**config.mk**
```make
export PLATFORM = sky130hd
export DESIGN_NAME = two_key_priority_wait_queue
export DESIGN_NICKNAME = d
export VERILOG_FILES = /design/src/hw/rtl/tkpwq_pkg.sv /design/src/hw/rtl/two_key_priority_wait_queue.sv
export SDC_FILE = /design/constraint.sdc
export NUM_CORES = 1
export LEC_CHECK = 0
export BUFFER_PORTS_ARGS = -buffer_cell sky130_fd_sc_hd__buf_2
export CAP_MARGIN = 0
export CORE_AREA = 2 2 298 300
export DETAILED_ROUTE_END_ITERATION = 7
export DIE_AREA = 0 0 300 302
export SYNTH_ARGS = -nofsm -noshare
export SYNTH_HDL_FRONTEND = slang
export SYNTH_SLANG_ARGS = --single-unit
```
**constraint.sdc**
```tcl
create_clock -name clk_i -period 5.9 [get_ports clk_i]
set_input_delay 1.18 -clock clk_i [delete_from_list [all_inputs] [get_ports clk_i]]
set_output_delay 1.18 -clock clk_i [all_outputs]
set_load 0.01 [all_outputs]
```
**src/hw/rtl/tkpwq_pkg.sv**
```systemverilog
// Package for the two-key priority wait queue: entry type, operation and
// status codes, controller states, reset constants and the tie-break LFSR step.
// No dependencies.
package tkpwq_pkg;

  localparam int unsigned QUEUE_DEPTH_DEFAULT = 16;
  localparam logic [15:0] TIE_SEED_RESET      = 16'd44257;
  localparam logic [15:0] LFSR_TAPS           = 16'hB400;

  typedef enum logic {
    FUNC_ADD   = 1'b0,
    FUNC_BOARD = 1'b1
  } func_e;

  typedef enum logic [1:0] {
    STAT_DONE  = 2'd0,
    STAT_FULL  = 2'd1,
    STAT_EMPTY = 2'd2
  } status_e;

  typedef enum logic [2:0] {
    ST_IDLE,
    ST_SCAN,
    ST_PLACE,
    ST_POP,
    ST_RESP
  } state_e;

  typedef struct packed {
    logic [15:0] id;
    logic [15:0] fare;
    logic [2:0]  cls;
  } entry_t;

  function automatic logic [15:0] lfsr_step(input logic [15:0] cur);
    logic [15:0] nxt;
    nxt = {1'b0, cur[15:1]};
    if (cur[0]) begin
      nxt = nxt ^ LFSR_TAPS;
    end
    return nxt;
  endfunction

endpackage

```
**src/hw/rtl/two_key_priority_wait_queue.sv**
```systemverilog
// Top level of the two-key priority wait queue.
// Depends on tkpwq_pkg for the entry type, codes, states and the LFSR step.
//
// Usage: an input beat (func_i, customer_id_i, fare_i, flight_class_i) is
// taken when in_valid_i is high and in_stall_o is low. An add inserts the
// entry in order of class (low first) and then fare (high first); equal keys
// are ordered by one bit of a 16-bit LFSR. A board removes the head entry.
// Every input beat gives exactly one output beat with status, the boarded
// entry (zero otherwise) and the count after the operation.
// The queue lies in one synchronous memory used as a ring with a head pointer.
// A board reads the head entry on accept, then passes ST_POP and ST_RESP to
// the output register; a refused item or an add to an empty queue goes straight
// to ST_RESP. An add scans from the tail toward the head, reading one entry and
// moving it back one slot per cycle, and writes the new entry behind the first
// one that stays ahead of it, or at the head in ST_PLACE. One item is in work at
// a time; the next one is taken once the result sits in the output register.
// When the receiver stalls, the output beat holds and the block finishes at
// most one further item before it waits. Reset empties the queue and loads
// the seed register (reset value 44257) into the LFSR; writing the seed
// register also reloads the LFSR.
module two_key_priority_wait_queue
  import tkpwq_pkg::*;
#(
  parameter int unsigned QueueDepth = QUEUE_DEPTH_DEFAULT
) (
  input  logic        clk_i,
  input  logic        rst_ni,
  input  logic        in_valid_i,
  output logic        in_stall_o,
  input  logic        func_i,
  input  logic [15:0] customer_id_i,
  input  logic [15:0] fare_i,
  input  logic [2:0]  flight_class_i,
  output logic        out_valid_o,
  input  logic        out_stall_i,
  output logic [1:0]  status_o,
  output logic [15:0] out_id_o,
  output logic [15:0] out_fare_o,
  output logic [2:0]  out_class_o,
  output logic [4:0]  waiting_count_o,
  input  logic        psel,
  input  logic        penable,
  input  logic        pwrite,
  input  logic [2:0]  paddr,
  input  logic [31:0] pwdata,
  output logic [31:0] prdata,
  output logic        pready
);

  localparam int unsigned IdxW = $clog2(QueueDepth);
  localparam int unsigned CntW = $clog2(QueueDepth + 1);

  state_e          state_q, state_d;
  logic [IdxW-1:0] head_q, head_d;
  logic [CntW-1:0] count_q, count_d;
  logic [IdxW-1:0] idx_q, idx_d;
  logic            tie_q, tie_d;
  logic [15:0]     seed_q, seed_d;
  logic [15:0]     lfsr_q, lfsr_d;
  entry_t          item_q, item_d;
  status_e         res_status_q, res_status_d;
  entry_t          res_entry_q, res_entry_d;
  logic            out_valid_q, out_valid_d;
  status_e         out_status_q, out_status_d;
  entry_t          out_entry_q, out_entry_d;
  logic [4:0]      out_count_q, out_count_d;

  entry_t          mem_q [QueueDepth];
  entry_t          rd_data_q;
  logic            rd_en, wr_en;
  logic [IdxW-1:0] rd_addr, wr_addr;
  entry_t          wr_data;

  logic            accept, cfg_wr, out_free, ahead, full, empty;
  logic [IdxW-1:0] idx_next, idx_prev, tail_idx;

  function automatic logic [IdxW-1:0] phys(input logic [IdxW-1:0] head,
                                           input logic [IdxW-1:0] off);
    logic [IdxW:0] s;
    s = {1'b0, head} + {1'b0, off};
    if (s >= (IdxW+1)'(QueueDepth)) begin
      s = s - (IdxW+1)'(QueueDepth);
    end
    return s[IdxW-1:0];
  endfunction

  assign accept   = in_valid_i && !in_stall_o;
  assign cfg_wr   = psel && penable && pwrite && (paddr[2] == 1'b0);
  assign out_free = !out_valid_q || !out_stall_i;
  assign full     = (count_q == CntW'(QueueDepth));
  assign empty    = (count_q == '0);
  assign idx_next = idx_q + IdxW'(1);
  assign idx_prev = idx_q - IdxW'(1);
  assign tail_idx = IdxW'(count_q - CntW'(1));

  always_comb begin
    if (rd_data_q.cls != item_q.cls) begin
      ahead = rd_data_q.cls < item_q.cls;
    end else if (rd_data_q.fare != item_q.fare) begin
      ahead = rd_data_q.fare > item_q.fare;
    end else begin
      ahead = !tie_q;
    end
  end

  always_comb begin
    state_d = state_q;
    case (state_q)
      ST_IDLE: begin
        if (accept) begin
          if (func_i == FUNC_ADD) begin
            state_d = (full || empty) ? ST_RESP : ST_SCAN;
          end else begin
            state_d = empty ? ST_RESP : ST_POP;
          end
        end
      end
      ST_SCAN: begin
        if (ahead) begin
          state_d = ST_RESP;
        end else if (idx_q == '0) begin
          state_d = ST_PLACE;
        end
      end
      ST_PLACE: state_d = ST_RESP;
      ST_POP:   state_d = ST_RESP;
      ST_RESP: begin
        if (out_free) begin
          state_d = ST_IDLE;
        end
      end
      default: state_d = ST_IDLE;
    endcase
  end

  always_comb begin
    head_d       = head_q;
    count_d      = count_q;
    idx_d        = idx_q;
    tie_d        = tie_q;
    seed_d       = seed_q;
    lfsr_d       = lfsr_q;
    item_d       = item_q;
    res_status_d = res_status_q;
    res_entry_d  = res_entry_q;
    out_valid_d  = out_valid_q && out_stall_i;
    out_status_d = out_status_q;
    out_entry_d  = out_entry_q;
    out_count_d  = out_count_q;
    rd_en        = 1'b0;
    rd_addr      = head_q;
    wr_en        = 1'b0;
    wr_addr      = head_q;
    wr_data      = item_q;
    case (state_q)
      ST_IDLE: begin
        if (accept) begin
          item_d       = '{id: customer_id_i, fare: fare_i, cls: flight_class_i};
          res_status_d = STAT_DONE;
          res_entry_d  = '0;
          if (func_i == FUNC_ADD) begin
            if (full) begin
              res_status_d = STAT_FULL;
            end else begin
              tie_d  = lfsr_q[0];
              lfsr_d = lfsr_step(lfsr_q);
              if (empty) begin
                wr_en   = 1'b1;
                wr_addr = head_q;
                wr_data = item_d;
                count_d = CntW'(1);
              end else begin
                rd_en   = 1'b1;
                rd_addr = phys(head_q, tail_idx);
                idx_d   = tail_idx;
              end
            end
          end else begin
            if (empty) begin
              res_status_d = STAT_EMPTY;
            end else begin
              rd_en   = 1'b1;
              rd_addr = head_q;
            end
          end
        end
      end
      ST_SCAN: begin
        wr_en   = 1'b1;
        wr_addr = phys(head_q, idx_next);
        if (ahead) begin
          wr_data = item_q;
          count_d = count_q + CntW'(1);
        end else begin
          wr_data = rd_data_q;
          if (idx_q != '0) begin
            rd_en   = 1'b1;
            rd_addr = phys(head_q, idx_prev);
            idx_d   = idx_prev;
          end
        end
      end
      ST_PLACE: begin
        wr_en   = 1'b1;
        wr_addr = head_q;
        wr_data = item_q;
        count_d = count_q + CntW'(1);
      end
      ST_POP: begin
        res_entry_d = rd_data_q;
        head_d      = (head_q == IdxW'(QueueDepth - 1)) ? '0 : head_q + IdxW'(1);
        count_d     = count_q - CntW'(1);
      end
      ST_RESP: begin
        if (out_free) begin
          out_valid_d  = 1'b1;
          out_status_d = res_status_q;
          out_entry_d  = res_entry_q;
          out_count_d  = 5'(count_q);
        end
      end
      default: ;
    endcase
    if (cfg_wr) begin
      seed_d = pwdata[15:0];
      lfsr_d = pwdata[15:0];
    end
  end

  always_ff @(posedge clk_i) begin
    if (wr_en) begin
      mem_q[wr_addr] <= wr_data;
    end
    if (rd_en) begin
      rd_data_q <= mem_q[rd_addr];
    end
  end

  always_ff @(posedge clk_i or negedge rst_ni) begin
    if (!rst_ni) begin
      state_q     <= ST_IDLE;
      head_q      <= '0;
      count_q     <= '0;
      idx_q       <= '0;
      tie_q       <= 1'b0;
      seed_q      <= TIE_SEED_RESET;
      lfsr_q      <= TIE_SEED_RESET;
      out_valid_q <= 1'b0;
    end else begin
      state_q     <= state_d;
      head_q      <= head_d;
      count_q     <= count_d;
      idx_q       <= idx_d;
      tie_q       <= tie_d;
      seed_q      <= seed_d;
      lfsr_q      <= lfsr_d;
      out_valid_q <= out_valid_d;
    end
  end

  always_ff @(posedge clk_i) begin
    item_q       <= item_d;
    res_status_q <= res_status_d;
    res_entry_q  <= res_entry_d;
    out_status_q <= out_status_d;
    out_entry_q  <= out_entry_d;
    out_count_q  <= out_count_d;
  end

  assign in_stall_o      = (state_q != ST_IDLE);
  assign out_valid_o     = out_valid_q;
  assign status_o        = out_status_q;
  assign out_id_o        = out_entry_q.id;
  assign out_fare_o      = out_entry_q.fare;
  assign out_class_o     = out_entry_q.cls;
  assign waiting_count_o = out_count_q;
  assign prdata          = (paddr[2] == 1'b0) ? {16'd0, seed_q} : 32'd0;
  assign pready          = 1'b1;

  a_count_bound: assert property (@(posedge clk_i) disable iff (!rst_ni)
    count_q <= CntW'(QueueDepth))
    else $error("Entry count exceeds the queue depth.");

  a_accept_leaves_idle: assert property (@(posedge clk_i) disable iff (!rst_ni)
    accept |=> state_q != ST_IDLE)
    else $error("An accepted beat did not start an operation.");

  a_scan_in_range: assert property (@(posedge clk_i) disable iff (!rst_ni)
    state_q == ST_SCAN |-> (CntW'(idx_q) < count_q) && !full)
    else $error("Scan index lies outside the occupied entries.");

  a_empty_result: assert property (@(posedge clk_i) disable iff (!rst_ni)
    out_valid_o && status_o == STAT_EMPTY |-> waiting_count_o == 5'd0 && out_id_o == 16'd0)
    else $error("A refused board reports a nonempty queue or an entry.");

endmodule
```
Word level (Yosys, flattened, before mapping)
Memory sizes are Yosys's and may differ from the RTL's. A register that Yosys moved wholly into a read port is not among the register bits.
Index checks and enable logic that the tools add are counted.
{"block": "op_classes", "addsub": 11, "magnitude_cmp": 5, "n_eq_ne": 20, "muxes": 69, "n_bitwise": 4, "n_reduce_logical": 31}
{"cell": "$mux W35", "count": 6}
{"cell": "$pmux W35 S2", "count": 2}
{"cell": "$mux W16", "count": 7}
{"cell": "$mux W4", "count": 17}
{"cell": "$mux W5", "count": 5}
{"cell": "$mux W3", "count": 7}
{"cell": "$ne A2 B2 Y1 const B", "count": 10}
{"cell": "$pmux W5 S4", "count": 1}
{"cell": "$mux W1", "count": 17}
{"cell": "$gt A16 B16 Y1", "count": 1}
{"cell": "$ne A16 B16 Y1", "count": 1}
{"cell": "$pmux W4 S2", "count": 2}
{"cell": "$sub A4 B1 Y4 const B", "count": 4}
{"cell": "$add A4 B4 Y5", "count": 3}
{"cell": "$ge A5 B5 Y1 const B", "count": 3}
{"cell": "$pmux W3 S4", "count": 1}
{"cell": "$add A4 B1 Y4 const B", "count": 2}
{"cell": "$reduce_and A4 Y1", "count": 2}
{"cell": "$reduce_bool A2 Y1", "count": 4}
{"cell": "$reduce_bool A4 Y1", "count": 2}
{"cell": "$reduce_and A7 Y1", "count": 1}
{"cell": "$eq A3 B2 Y1 const B", "count": 2}
{"cell": "$reduce_and A2 Y1", "count": 3}
{"cell": "$reduce_and A6 Y1", "count": 1}
{"cell": "other kinds (23)", "count": 36}
{"block": "totals", "ff_bits": 164, "mem_bits_rw": 560, "input_bits": 78, "output_inout_bits": 77, "elab_cells": 161, "mem_count": 1}
{"memory": "mem_q", "depth": 16, "width": 35, "read_ports": 1, "rd_ports_with_merged_regs": 1, "wr": 1, "line_no": "two_key_priority_wait_queue.sv:68", "source": "entry_t mem_q [QueueDepth];"}

Longest topological paths before layout
Gate-level depths: netlist (run 1).
{"block": "logic_depth", "depth_word": 9, "ltp_mapped": 15, "ltp_nobuf": 13}

Worst setup path after synthesis (run 1)
No wires, ideal clock.
{"block": "synth_path", "path_type": "input to register", "start": "input in_valid_i", "end": "memory mem_q[2][0] (netlist name), enable pin", "setup_ns": 0.427, "arrival_ns": 4.388, "t_required_ns": 5.473, "setup_slack_ns": 1.085, "path_stages": 7, "path_buffers": 2, "cell_sequence": "or4b_4 buf_6 nor4_1 clkbuf_1 nor2_1 or3b_2 nor2_1"}
{"block": "synth_via", "elab_chain_cells": 5}
{"item": "start: declaration", "line_no": "two_key_priority_wait_queue.sv:28", "source": "input logic in_valid_i,"}
{"item": "$logic_and A1 B1 Y1", "line_no": "two_key_priority_wait_queue.sv:87", "source": "assign accept = in_valid_i && !in_stall_o;"}
{"item": "$mux W1", "line_no": "two_key_priority_wait_queue.sv:157", "source": "if (accept) begin"}
{"item": "$pmux W1 S2", "line_no": "two_key_priority_wait_queue.sv:155", "source": "case (state_q)"}
{"item": "$mux W1", "line_no": "two_key_priority_wait_queue.sv:231", "source": "if (wr_en) begin"}
{"item": "$mux W1 (implied by the code)", "line_no": "two_key_priority_wait_queue.sv:232", "source": "mem_q[wr_addr] <= wr_data;"}
{"item": "end: declaration", "line_no": "two_key_priority_wait_queue.sv:68"}
Every way passes these cells.

Final worst setup path (run 1)
{"block": "layout_path", "start": "register rd_data_q[16] (netlist name)", "end": "register rd_data_q[29] (netlist name)"}
{"block": "layout_via", "elab_chain_cells": 5, "elab_cells_between_ends": 8, "classes_between": "order compare (1); eq/ne (1); mux (6)"}
{"item": "$gt A16 B16 Y1 or $ne A16 B16 Y1 (tied branches)", "line_no": "two_key_priority_wait_queue.sv:100, two_key_priority_wait_queue.sv:99"}
{"item": "$mux W1 (*)", "line_no": "two_key_priority_wait_queue.sv:99", "source": "end else if (rd_data_q.fare != item_q.fare) begin"}
{"item": "$mux W1 (*)", "line_no": "two_key_priority_wait_queue.sv:97", "source": "if (rd_data_q.cls != item_q.cls) begin"}
{"item": "$mux W4 or $mux W1 (tied branches)", "line_no": "two_key_priority_wait_queue.sv:191", "source": "if (ahead) begin"}
{"item": "$pmux W4 S2 or $pmux W1 S2 (tied branches)", "line_no": "two_key_priority_wait_queue.sv:155"}
Mark *: on every way between the ends. The rest lies on a longest branch, timed or not.
A chain may end at the register's enable or synchronous reset.

==> impl_metrics.tcl, run 1 <==
set metrics [dict create \
    outcome "finished clean" \
    wl_um 71800 \
    cp_slowest_stage_delay_ns 0.76 \
    power.total_w 0.0209 \
    start_util_pct 34.6 \
    ir_worst_vdd_mv 0.440 \
    synthArstFlopShare_pct 6.59 \
    postCtsSetupRepairBufs 0 \
    hold_class "register to register" \
    antenna_found_initial 2 \
    hold_viol_final 0 \
    worstReg2RegEnd "rd_data_q[29]" \
    cp.required_ns 6.28 \
    min_period_ns 5.08 \
    r2r-start "rd_data_q[16]" \
    final_nets 1882 \
    avgSynthCellArea_um2 18.8 \
    wire_per_inst_um 24.0 \
    grt_pass1_vias 16100 \
    final.fill_count 7933 \
    rsz0062_at_grt "false" \
    route.detailed.drc 0 \
    overflow 0 \
    critPathLaunchType "register" \
    relSlewSlack_pct 16.2 \
    io_pins 155 \
    hold_end "out_id_o[5]" \
    final_antenna_net_count 0 \
    reg2reg_depth 11 \
    synth.most_common_cell "edfxtp_1" \
    cp_slowest_cell "nor4_1" \
    die_h_um 302 \
    grt_pass1_wl_um 106000 \
    hp-start "res_entry_q[24]" \
    worstSetupPathType "register to register" \
    dp.final_hpwl_um 41500 \
    hold_depth 0 \
    vias_per_cell 5.21 \
    skew_ns 0.0312 \
    power_density_nw_per_um2 601 \
    cts_root_buffer "clkbuf_16" \
    route.vias.total 15600 \
    clk_path_buf_depth 3 \
    yosysTopAreaCellShare_pct 70.2 \
    synthTopCellsByCount "edfxtp_1, nand2_1, mux4_2, a22oi_1, inv_1" \
    syn_area_um2 30300 \
    first_pass_iters 8 \
    maxCapViolCount 0 \
    fin_crit_sh_pct 86.1 \
    clk_pin_slew_ns 0.06 \
    core.rowCount 109 \
    synth_area_leaders "edfxtp_1, mux4_2, dfrtp_1" \
    worstPathArrival_ns 5.46 \
    htreeDepth 3 \
    report.final.slew_viol_count 0 \
    synth_edf_count 709 \
    total_leakage_power_nw 12.0 \
    critPathMaxFanout 22 \
    gp_congestion 0.840 \
    first_iter_violations 1722 \
    holdBufCountCts 0 \
    core-area_um2 87600 \
    cts_resized 0 \
    ys.flop_type "edfxtp_1" \
    setup_viol 0 \
    clock-sinks 759 \
    port-buffer-count 119 \
    cp-end-kind "register" \
    ff2ff_setup_slack_ns 0.82 \
    grt_max_degree 69 \
    tightestPinTransition_ns 1.24 \
    synthCells 1610 \
    syn_to_final_growth_pct 14.5 \
    drive_gt1_share_pct 24.1 \
    crit_path_cell_trace "ha_1, nand4_1, nor4_1, a41o_1, a32o_1, nand2_2, a311oi_4, buf_4, mux4_1, a22oi_1, nand2_1" \
    cts_made_buffers 77 \
    die_x_um 300 \
    ys_ff_latch 759 \
    setup_tns_ns 0 \
    synth.distinct_cells 68 \
    die_area_um2 90600 \
    synth_top_cell_by_area "edfxtp_1" \
    fmax_mhz 197 \
    cts_tree "done" \
    insertion_delay_ns 0.64 \
    yosys_warnings 0 \
    grt_use_total_pct 16.0 \
    synth_seq_area_share_pct 74.4 \
]
## sequential cells by signal, indices dropped and copies added, names as in the netlist
name	cells
mem_q	560
item_q	35
rd_data_q	35
res_entry_q	35
lfsr_q	16
out_fare_o	16
out_id_o	16
seed_q	16
count_q	5
waiting_count_o	5
head_q	4
idx_q	4
out_class_o	3
state_q	3
res_status_q	2
status_o	2
out_valid_o	1
tie_q	1
## cell usage in the layout (no fill, tap or decap), types with 21 or more instances in the layout
master | netlist | routed
and3_1 | 36 | 36
nor2_1 | 44 | 27
ha_1 | 32 | 32
mux4_1 | 23 | 23
buf_4 | 22 | 44
nand2_1 | 119 | 118
a21oi_1 | 23 | 22
clkinv_1 | 0 | 21
a22oi_1 | 72 | 72
mux4_2 | 117 | 117
dfrtp_1 | 34 | 33
buf_2 | 22 | 119
clkbuf_16 | 0 | 77
o21ai_0 | 34 | 34
edfxtp_1 | 709 | 709
inv_1 | 68 | 67
a222oi_1 | 35 | 35
## worst max-delay path by stage
stage / startpoint / to / slack (ns)
after floorplan: in_valid_i / mem_q[2][0] / 1.08
after global placement: rd_data_q[18] / rd_data_q[27] / 0.79
after detailed placement: rd_data_q[18] / rd_data_q[5] / 0.85
after CTS: rd_data_q[16] / rd_data_q[5] / 0.83
after global routing: rd_data_q[18] / rd_data_q[29] / 0.56
final: rd_data_q[16] / rd_data_q[29] / 0.82
## layout make-up
cell class                      count  area (um2)  area share (%)
Antenna cell                        1        2.50         0.00720
Clock buffer                       95        1990            5.74
Clock inverter                     42         359            1.03
Inverter                           68         255           0.735
Multi-Input combinational cell    695        7080            20.4
Sequential cell                   759       22600            64.9
Tap cell                         1165        1460            4.20
Timing Repair Buffer              168        1030            2.95
## power by group
part,internal (W),switching [W],leakage [nW]
Sequential,0.00791,0.000496,7.06
Combinational,0.00316,0.00471,3.79
Clock,0.00255,0.00204,1.12
Total,0.0136,0.00725,12.0
## worst max-delay path, delay by kind of cell (launching register included)
family | cells | cell delay, ns
DFF | 1 | 0.44
adders and majority gates | 1 | 0.33
muxes | 1 | 0.60
and+or+nand+nor | 4 | 1.30
AOI/OAI and AO/OA | 4 | 1.60
buffers and inverters | 1 | 0.52
## metal layers
layer / part of all wire [%] / vias to the layer above / GRT usage, %
met1: 43 / 8119 / 22.7
li1: - / 6768 / -
met4: 1.7 / 0 / 4.05
met5: 0 / - / 0
met3: 8.1 / 81 / 3.00
met2: 47 / 620 / 25.4
## cell families after synthesis
logic type      Yosys count  synth area share [%]
flops                   759                  74.4
simple gates            260                  4.12
compound gates          207                  5.05
buf+inv                 171                  3.13
mux                     157                  11.2
fa+ha+maj                35                  1.52
xor+xnor                 19                 0.549
other cells               2                0.0248
## through the flow
stage / instances / hold slack, ns / utilization (%) / setup WS, ns / instance area [um2]
6_report: 2993 / 0.399 / 39.7 / 0.818 / 34700
5_1_grt: 2992 / 0.417 / 39.7 / 0.562 / 34700
4_1_cts: 2992 / 0.405 / 39.7 / 0.825 / 34700
3_5_place_dp: 2855 / 0.405 / 37.0 / 0.854 / 32400
3_3_place_gp: 2855 / 0.404 / 37.0 / 0.790 / 32400
2_1_floorplan: 1625 / 0.400 / - / 1.08 / 30400
Note: power is estimated with default switching activity, not from simulation.
==> run 2: changes to the inputs <==
--- a/config.mk
+++ b/config.mk
@@ -7,9 +7,10 @@
 export LEC_CHECK = 0
 export BUFFER_PORTS_ARGS = -buffer_cell sky130_fd_sc_hd__buf_2
 export CAP_MARGIN = 0
-export CORE_AREA = 2 2 298 300
+export CORE_AREA = 2 2 238 240
 export DETAILED_ROUTE_END_ITERATION = 7
-export DIE_AREA = 0 0 300 302
+export DIE_AREA = 0 0 240 242
+export PLACE_DENSITY = 0.72
 export SYNTH_ARGS = -nofsm -noshare
 export SYNTH_HDL_FRONTEND = slang
 export SYNTH_SLANG_ARGS = --single-unit
==> constraint.sdc (replaced) <==
create_clock -name clk_i -period 5.9 [get_ports clk_i]
set_input_delay 0.295 -clock clk_i [delete_from_list [all_inputs] [get_ports clk_i]]
set_output_delay 0.295 -clock clk_i [all_outputs]
set_load 0.01 [all_outputs]
==> impl_metrics.tcl, run 2 (synthesized netlist as in run 1, its figures left out) <==
set metrics [dict create \
    violations "design-rule violations" \
    cp-end-kind "register" \
    critPathLaunchType "register" \
    hold_viol_final 0 \
    drive_gt1_share_pct 23.7 \
    final_cell_mix "edfxtp_1, buf_2, nand2_1" \
    outcome "complete, but fails checks" \
    hold_depth 3 \
    fmax_mhz 200 \
    final_common_cell "edfxtp_1" \
    setup_viol 0 \
    min_period_ns 4.99 \
    clock-sinks 759 \
    r2r-start "rd_data_q[17]" \
    antenna_found_initial 0 \
    ir_worst_vdd_mv 0.408 \
    grt_use_total_pct 23.9 \
    route.detailed.drc 2 \
    insertion_delay_ns 0.62 \
    port-buffer-count 119 \
    power_density_nw_per_um2 600 \
    worstReg2RegEnd "rd_data_q[15]" \
    cts_root_buffer "clkbuf_16" \
    syn_to_final_growth_pct 14.4 \
    dp.final_hpwl_um 37700 \
    grt_max_degree 51 \
    cts_tree "done" \
    rsz0062_at_grt "false" \
    clk_pin_slew_ns 0.06 \
    cp.required_ns 6.25 \
    report.final.slew_viol_count 0 \
    core-area_um2 55700 \
    cp_num_cells 12 \
    cp_top_family "simple AND/OR/NAND/NOR gates" \
    largest_reg_flops 560 \
    final_antenna_net_count 0 \
    overflow 0 \
    crit_path_cell_trace "ha_1, nand4_1, nor4_1, a41o_1, a32o_1, nand2_2, a311oi_4, buf_4, buf_4, mux4_2, a22oi_1, nand2_1" \
    maxCapViolCount 0 \
    relSlewSlack_pct 24.1 \
    skew_ns 0.0242 \
    total_leakage_power_nw 12.2 \
    hold_end "state_q[1]" \
    first_pass_iters 8 \
    die_area_um2 58100 \
    clk_path_buf_depth 3 \
    wl_um 68400 \
    htreeDepth 3 \
    fin_crit_sh_pct 84.6 \
    cp_slowest_cell "nor4_1" \
    io_pins 155 \
    grt_pass1_vias 16300 \
    vias_per_cell 6.07 \
    critPathMaxFanout 20 \
    core.rowCount 87 \
    wire_per_inst_um 25.9 \
    cts_resized 0 \
    top_register "mem_q" \
    cp_slowest_stage_delay_ns 0.69 \
    dpl_cell_area_um2 31900 \
    gp_congestion 0.819 \
    worstSetupPathType "register to register" \
    ff2ff_setup_slack_ns 0.91 \
    first_iter_violations 1743 \
    hold_class "input pin to register" \
    start_util_pct 54.4 \
    hp-start "in_valid_i" \
    die_h_um 242 \
    route.vias.total 16000 \
    die_x_um 240 \
    cts_made_buffers 77 \
    worstPathArrival_ns 5.34 \
    tightestPinTransition_ns 1.13 \
    setup_tns_ns 0 \
    grt_pass1_wl_um 101000 \
    reg2reg_depth 12 \
    final_nets 1933 \
    cp_num_buf_inv 2 \
    fin_area_um2 34700 \
    path_common_cell "buf_4" \
]
-- run 2: changes by cell type in the layout (fill, tap and decap cells not counted), moves of 2 or more --
cell | before | now
clkinvlp_4 | 6 | 4
buf_4 | 44 | 42
clkinv_2 | 4 | 16
bufinv_16 | 3 | 0
clkbuf_1 | 18 | 13
clkbuf_16 | 77 | 80
dlygate4sd3_1 | 0 | 53
-- run 2: how the worst max path moves through the flow --
stage                  startpoint            end  slack, ns
floorplan              count_q[0]    mem_q[2][0]       1.45
global placement    rd_data_q[17]   rd_data_q[6]       0.95
detailed placement  rd_data_q[17]  rd_data_q[18]       0.93
CTS                 rd_data_q[17]  rd_data_q[15]       0.83
global route        rd_data_q[17]  rd_data_q[15]       0.62
finish              rd_data_q[17]  rd_data_q[15]       0.91
-- run 2: final cells by class --
type                    instances  area (um2)
flip-flops and latches        759       22600
fillers                      3882       21000
multi-input cells             695        7080
clock buffers                  93        2050
repair buffers                219        1540
well taps                     756         946
clock inverters                47         256
inverters                      68         255
diodes                          1        2.50
-- run 2: where the power goes --
group | switching, W | internal, W
Sequential | 0.000432 | 0.00792
Clock | 0.00200 | 0.00248
Combinational | 0.00476 | 0.00321
Total | 0.00719 | 0.0136
-- run 2: tightest hold or removal path, stage by stage --
cell	delay, ns
buf_2	0.13
o21ai_0	0.17
a21oi_1	0.07
-- run 2: metrics by stage --
step	hold slack, ns	total power (W)	instances	util, %	setup WS [ns]
final	0.0898	0.0208	2638	62.2	0.911
after detailed placement	0.405	0.0163	2444	57.2	0.933
after floorplan	-0.000591	0.0141	1625	-	1.45
after CTS	0.0476	0.0209	2637	62.2	0.829
after global routing	0.0947	0.0218	2637	62.2	0.623
after global placement	0.402	0.0161	2444	57.2	0.947
-- run 2: per-layer routing --
| metal | vias up | GRT usage (%) | share of wire, % |
|---|---|---|---|
| met1 | 8283 | 33.2 | 40 |
| met5 | - | 0 | 0 |
| met4 | 0 | 6.74 | 2.1 |
| li1 | 6882 | - | - |
| met3 | 102 | 5.21 | 8.6 |
| met2 | 755 | 38.7 | 49 |
-- run 2: what timing repair did --
item	in CTS	in global routing
endpoints found under the hold margin	103	0
hold buffers	53	0
buffers inserted	0	0
